===== config.mk =====
export PLATFORM = sky130hd
export DESIGN_NAME = dlte_ctrl
export DESIGN_NICKNAME = d
export VERILOG_FILES = /design/src/rtl/core/dlte_pkg.sv /design/src/rtl/core/dlte_ctrl.sv
export SDC_FILE = /design/constraint.sdc
export NUM_CORES = 1
export LEC_CHECK = 0
export ABC_AREA = 1
export BUFFER_PORTS_ARGS = -buffer_cell sky130_fd_sc_hd__buf_2
export CAP_MARGIN = 5
export CORE_MARGIN = 1
export CORE_UTILIZATION = 53
export DETAILED_ROUTE_END_ITERATION = 10
export PLACE_DENSITY_LB_ADDON = 0.2
export SETUP_SLACK_MARGIN = 0.05
export SLEW_MARGIN = 20
export SYNTH_ARGS = -nofsm -noshare
export SYNTH_HDL_FRONTEND = slang
export SYNTH_SLANG_ARGS = --single-unit

===== constraint.sdc =====
create_clock -name clk -period 1.7 [get_ports clk]
set_input_delay 0.255 -clock clk [delete_from_list [all_inputs] [get_ports clk]]
set_output_delay 0.255 -clock clk [all_outputs]
set_load 0.02 [all_outputs]

===== src/rtl/core/dlte_pkg.sv =====
// ----------------------------------------------------------------------------
// dlte_pkg: shared types and constants for the dense layer training engine
// Layer sizes, fixed-point format, action and result codes, control structs.
// ----------------------------------------------------------------------------
package dlte_pkg;

    localparam int IN_DIM    = 16;
    localparam int OUT_DIM   = 16;
    localparam int FRAC_BITS = 16;
    localparam int LR_FRAC   = 16;
    localparam int LR_W      = 20;
    localparam int NW        = IN_DIM * OUT_DIM;

    // storage indexes and the shared loop counter
    localparam int AW  = (NW > 1) ? $clog2(NW) : 1;
    localparam int RIW = (IN_DIM > 1) ? $clog2(IN_DIM) : 1;
    localparam int CIW = (OUT_DIM > 1) ? $clog2(OUT_DIM) : 1;
    localparam int CW  = $clog2(NW + OUT_DIM + 1);

    typedef enum logic [2:0] {
        ACT_WR_W = 3'd0,
        ACT_WR_B = 3'd1,
        ACT_FWD  = 3'd2,
        ACT_LOAD = 3'd3,
        ACT_BWD  = 3'd4,
        ACT_UPD  = 3'd5,
        ACT_RD_W = 3'd6,
        ACT_RD_B = 3'd7
    } action_t;

    typedef enum logic [2:0] {
        KIND_OUT   = 3'd0,
        KIND_IGRAD = 3'd1,
        KIND_WRD   = 3'd2,
        KIND_BRD   = 3'd3,
        KIND_DONE  = 3'd4
    } kind_t;

    typedef enum logic [1:0] {
        OP_FWD = 2'd0,
        OP_BWD = 2'd1,
        OP_UPD = 2'd2,
        OP_CLR = 2'd3
    } loop_op_t;

    // controller to datapath
    typedef struct packed {
        logic            latch;
        logic            dispatch;
        logic            issue;
        loop_op_t        op;
        logic [CW-1:0]   idx;
        logic            emit;
        kind_t           kind;
        logic            emit_end;
    } cmd_t;

    // datapath to controller
    typedef struct packed {
        action_t action;
        logic    last;
        logic    rok;
        logic    cok;
        logic    out_free;
    } status_t;

    // saturate to the signed 32-bit range
    function automatic logic signed [31:0] sat32(input logic signed [65:0] v);
        logic signed [31:0] r;
        if (v > 66'sd2147483647)
            r = 32'sh7fffffff;
        else if (v < -66'sd2147483648)
            r = 32'sh80000000;
        else
            r = v[31:0];
        return r;
    endfunction

endpackage


===== src/rtl/core/dlte_ctrl.sv =====
// ----------------------------------------------------------------------------
// dlte_ctrl: sequencer for the dense layer training engine
// Dispatches each request, steps the loop counter and paces result emission.
// ----------------------------------------------------------------------------
module dlte_ctrl
    import dlte_pkg::*;
(
    input  logic    clk,
    input  logic    rst_n,
    input  logic    in_valid,
    output logic    in_stall,
    input  status_t status,
    output cmd_t    cmd
);

    typedef enum logic [2:0] {
        S_CLEAR,
        S_IDLE,
        S_DISP,
        S_LOOP,
        S_DRAIN,
        S_EMIT
    } state_t;

    state_t        state_reg;
    logic [CW-1:0] cnt_reg;
    loop_op_t      op_reg;
    logic          drain_reg;
    logic          pend_reg;
    kind_t         kind_reg;
    logic [CW-1:0] loop_lim;
    logic [CW-1:0] emit_lim;

    // last counter value of a loop pass
    always_comb
    begin
        case (op_reg)
            OP_FWD:  loop_lim = CW'(OUT_DIM - 1);
            OP_BWD:  loop_lim = CW'(IN_DIM - 1);
            OP_UPD:  loop_lim = CW'(NW + OUT_DIM - 1);
            default: loop_lim = CW'(NW - 1);
        endcase
    end

    // last counter value of an emission run
    always_comb
    begin
        case (kind_reg)
            KIND_OUT:   emit_lim = CW'(OUT_DIM - 1);
            KIND_IGRAD: emit_lim = CW'(IN_DIM - 1);
            default:    emit_lim = '0;
        endcase
    end

    // commands
    assign in_stall     = (state_reg != S_IDLE);
    assign cmd.latch    = (state_reg == S_IDLE) && in_valid;
    assign cmd.dispatch = (state_reg == S_DISP);
    assign cmd.issue    = (state_reg == S_LOOP) || (state_reg == S_CLEAR);
    assign cmd.op       = op_reg;
    assign cmd.idx      = cnt_reg;
    assign cmd.emit     = (state_reg == S_EMIT) && status.out_free;
    assign cmd.kind     = kind_reg;
    assign cmd.emit_end = (cnt_reg == emit_lim);

    // state machine
    always_ff @(posedge clk or negedge rst_n)
    begin
        if (!rst_n)
        begin
            state_reg <= S_CLEAR;
            cnt_reg   <= '0;
            op_reg    <= OP_CLR;
            drain_reg <= 1'b0;
            pend_reg  <= 1'b0;
            kind_reg  <= KIND_DONE;
        end
        else
        begin
            case (state_reg)
                S_CLEAR:
                begin
                    if (cnt_reg == loop_lim)
                    begin
                        state_reg <= S_DRAIN;
                        drain_reg <= 1'b0;
                        pend_reg  <= 1'b0;
                    end
                    else
                        cnt_reg <= cnt_reg + 1'b1;
                end
                S_IDLE:
                begin
                    if (in_valid)
                        state_reg <= S_DISP;
                end
                S_DISP:
                begin
                    cnt_reg <= '0;
                    case (status.action)
                        ACT_FWD:
                        begin
                            pend_reg <= status.last;
                            kind_reg <= KIND_OUT;
                            op_reg   <= OP_FWD;
                            if (status.rok)
                                state_reg <= S_LOOP;
                            else if (status.last)
                                state_reg <= S_EMIT;
                            else
                                state_reg <= S_IDLE;
                        end
                        ACT_BWD:
                        begin
                            pend_reg <= status.last;
                            kind_reg <= KIND_IGRAD;
                            op_reg   <= OP_BWD;
                            if (status.cok)
                                state_reg <= S_LOOP;
                            else if (status.last)
                                state_reg <= S_EMIT;
                            else
                                state_reg <= S_IDLE;
                        end
                        ACT_UPD:
                        begin
                            pend_reg  <= 1'b1;
                            kind_reg  <= KIND_DONE;
                            op_reg    <= OP_UPD;
                            state_reg <= S_LOOP;
                        end
                        ACT_RD_W:
                        begin
                            kind_reg  <= KIND_WRD;
                            state_reg <= S_EMIT;
                        end
                        ACT_RD_B:
                        begin
                            kind_reg  <= KIND_BRD;
                            state_reg <= S_EMIT;
                        end
                        default:
                            state_reg <= S_IDLE;
                    endcase
                end
                S_LOOP:
                begin
                    if (cnt_reg == loop_lim)
                    begin
                        state_reg <= S_DRAIN;
                        drain_reg <= 1'b0;
                    end
                    else
                        cnt_reg <= cnt_reg + 1'b1;
                end
                S_DRAIN:
                begin
                    // wait for the read and multiply stages to retire
                    if (drain_reg)
                    begin
                        cnt_reg   <= '0;
                        state_reg <= pend_reg ? S_EMIT : S_IDLE;
                    end
                    else
                        drain_reg <= 1'b1;
                end
                S_EMIT:
                begin
                    if (status.out_free)
                    begin
                        if (cnt_reg == emit_lim)
                            state_reg <= S_IDLE;
                        else
                            cnt_reg <= cnt_reg + 1'b1;
                    end
                end
                default:
                    state_reg <= S_IDLE;
            endcase
        end
    end

endmodule


==> results.ini <==
[die]
pin_count = 30
die-width_um = 52.2
core_mm2 = 0.00230
placementRows = 17
die-area_mm2 = 0.00273
die_h_um = 52.2
initial_core_util_pct = 58.2

[sta]
min_period_ns = 1.72
slew_violations = 0
setup-tns-final_ns = -0.0223
setup_viol = 1
fmax_mhz = 581
min_period_over_period_pct = 101
relSlewSlack_pct = 71.0
worst_slack_ns = -0.0223
rsz0062_at_grt = true
hold_violations = 0
max_slew.worst_pin.slew_ns = 0.435
fin_skew_ns = 0.00409

[synthesis]
synth.distinct_cells = 25
synth.avg_cell_area_um2 = 7.11
ys_seq_area_share_pct = 35.9
synth_cells = 188
ys_warn_count = 0
syn_nets = 199
syn_area_mm2 = 0.00134
ys_seq_elements = 19

[worst_hold_path]
min_to = op_reg[0]
holdPathStages = 4
min_from = status[4]
worstHoldPathType = input port to flop

[clocking]
htreeDepth = 1
clk_latency_ns = 0.32
cts_buffers = 3
clkTransAtPathRegs_ns = 0.11
clk_path_buf_depth = 2
root_buffer = clkbuf_4
cts_tree = done
clock-sinks = 19

[placement]
post-place-ws_ns = 0.104
dp_hpwl_mm = 2.27
dp_cells = 243
gp_congestion = 0.878
io_buffers = 29

[finish]
multi_input_comb_area_um2 = 783
n_antenna_cell = 0
area_growth_pct = 28.7
fin_cells = 265
fin_nets = 249
largest_register_ffs = 9
regArea_um2 = 488
drive_above_1_share_pct = 39.2
final_common_cell = nand2_1
final_cell_mix = 60 x nand2_1, 26 x buf_2, 20 x buf_4
fin_util_pct = 74.8
fillCellCount = 176

[global_routing]
antenna_found_initial = 0
grt_max_degree = 20
grt_pass1_wl_mm = 5.26
first_global_vias = 1239
grt_util_all_layers_pct = 26.4
grt_overflow = 0

[job]
drv_cap = 0

[detailed_routing]
routedWlPerCell_um = 12.9
drt_drc_violations_left = 0
first_pass_iters = 4
ant_nets = 0
vias = 1403
via_per_inst = 5.29
drt_iter0_markers = 19
drt_wl_total_mm = 3.42

[status]
violations = negative setup slack
status = finished, violations left

[setup_path]
reg2reg_depth = 7
cp.required_ns = 1.44
path_max_fanout = 2
critPathLaunchType = flop
cp-end-kind = primary output
arrival_ns = 1.47
cp-startpoint = cnt_reg[4]
r2r-start = cnt_reg[0]
r2r-end = cnt_reg[5]
crit_type = flop to primary output
rrSetupSlack_ns = 0.13

[power_and_ir_drop]
power_density_mw_per_mm2 = 1520
p_total_w = 0.00262
p_leak_nw = 0.929
vdd_drop_max_v = 0.00108

-- cells in the mapped netlist --
cell type / number / share of area, %
nor2_4: 3 / 2.5
a21oi_1: 5 / 1.9
dfrtp_1: 16 / 30
xor2_1: 4 / 2.6
o21ai_2: 2 / 1.3
inv_1: 19 / 5.3
dfstp_2: 3 / 5.9
nand4_1: 10 / 4.7
nor2_2: 1 / 0.47
nand3_1: 15 / 5.6
a21oi_4: 1 / 1.2
nand3_4: 2 / 2.6
nor4_1: 1 / 0.47
ha_1: 1 / 0.94
o221a_2: 1 / 0.84
nand2_1: 62 / 17
a21oi_2: 1 / 0.66
inv_2: 5 / 1.4
nand2_2: 6 / 2.8
o21ai_0: 4 / 1.5
inv_4: 1 / 0.47
nor3_1: 1 / 0.37
buf_6: 2 / 1.7
nor2_1: 19 / 5.3
xnor2_1: 3 / 2.0
-- stage by stage --
step / area, um^2 / hold WS (ns)
after detailed placement: 1490 / 0.225
final: 1720 / 0.204
after global routing: 1720 / 0.251
after CTS: 1590 / 0.207
after floorplan: 1340 / -0.0406
after global placement: 1490 / 0.210
-- worst max path at each step --
stage / slack (ns) / endpoint
after floorplan: 0.17 / cnt_reg[3]
after global placement: 0.12 / cnt_reg[6]
after detailed placement: 0.10 / cnt_reg[5]
after CTS: 0.004 / cmd[0]
after global routing: -0.12 / cmd[0]
final: -0.02 / cmd[0]
-- power by group --
part / internal [W] / switching (W) / total (W)
logic: 0.000626 / 0.000992 / 0.00162
clock network: 0.0000920 / 0.000158 / 0.000250
registers: 0.000605 / 0.000147 / 0.000753
total: 0.00132 / 0.00130 / 0.00262
-- critical path, stage by stage, from the launching register on --
cell and delay [ns]:
dfrtp_1 0.43, nor2_2 0.15, nand2_1 0.08, nor2_2 0.13, o21ai_1 0.08, nor2_1 0.13
buf_4 0.16
-- repair_timing --
item | CTS | global route
setup buffers | 6 | 11
endpoints found under the hold margin | 16 | 0
resized for setup | 8 | 17
setup endpoints to repair | 5 | 17
hold buffers | 1 | 0
gates cloned | 0 | 0
pin swaps | 1 | 5
-- layer usage --
metal | part of all wire [%] | GRT usage (%)
met5 | 0 | 0
met4 | 2.8 | 11.0
met3 | 3.9 | 3.19
met2 | 50 | 47.9
met1 | 43 | 31.1
-- area by class of cell --
cell class                      instances  share of cell area (%)
Timing Repair Buffer                   47                    16.9
Clock buffer                            4                    1.53
Inverter                               25                    5.60
Multi-Input combinational cell        142                    45.6
Sequential cell                        19                    28.4
Tap cell                               28                    2.04
-- kinds of logic after synthesis --
family                     Yosys count  share of synthesized area [%]
xor gates and xnor gates             7                           4.59
buffers and inverters               27                           8.90
and+or+nand+nor                    120                           42.3
AOI/OAI and AO/OA                   14                           7.40
adders and majority gates            1                          0.936
DFF                                 19                           35.9
No activity file was read; power rests on OpenSTA's default activity.
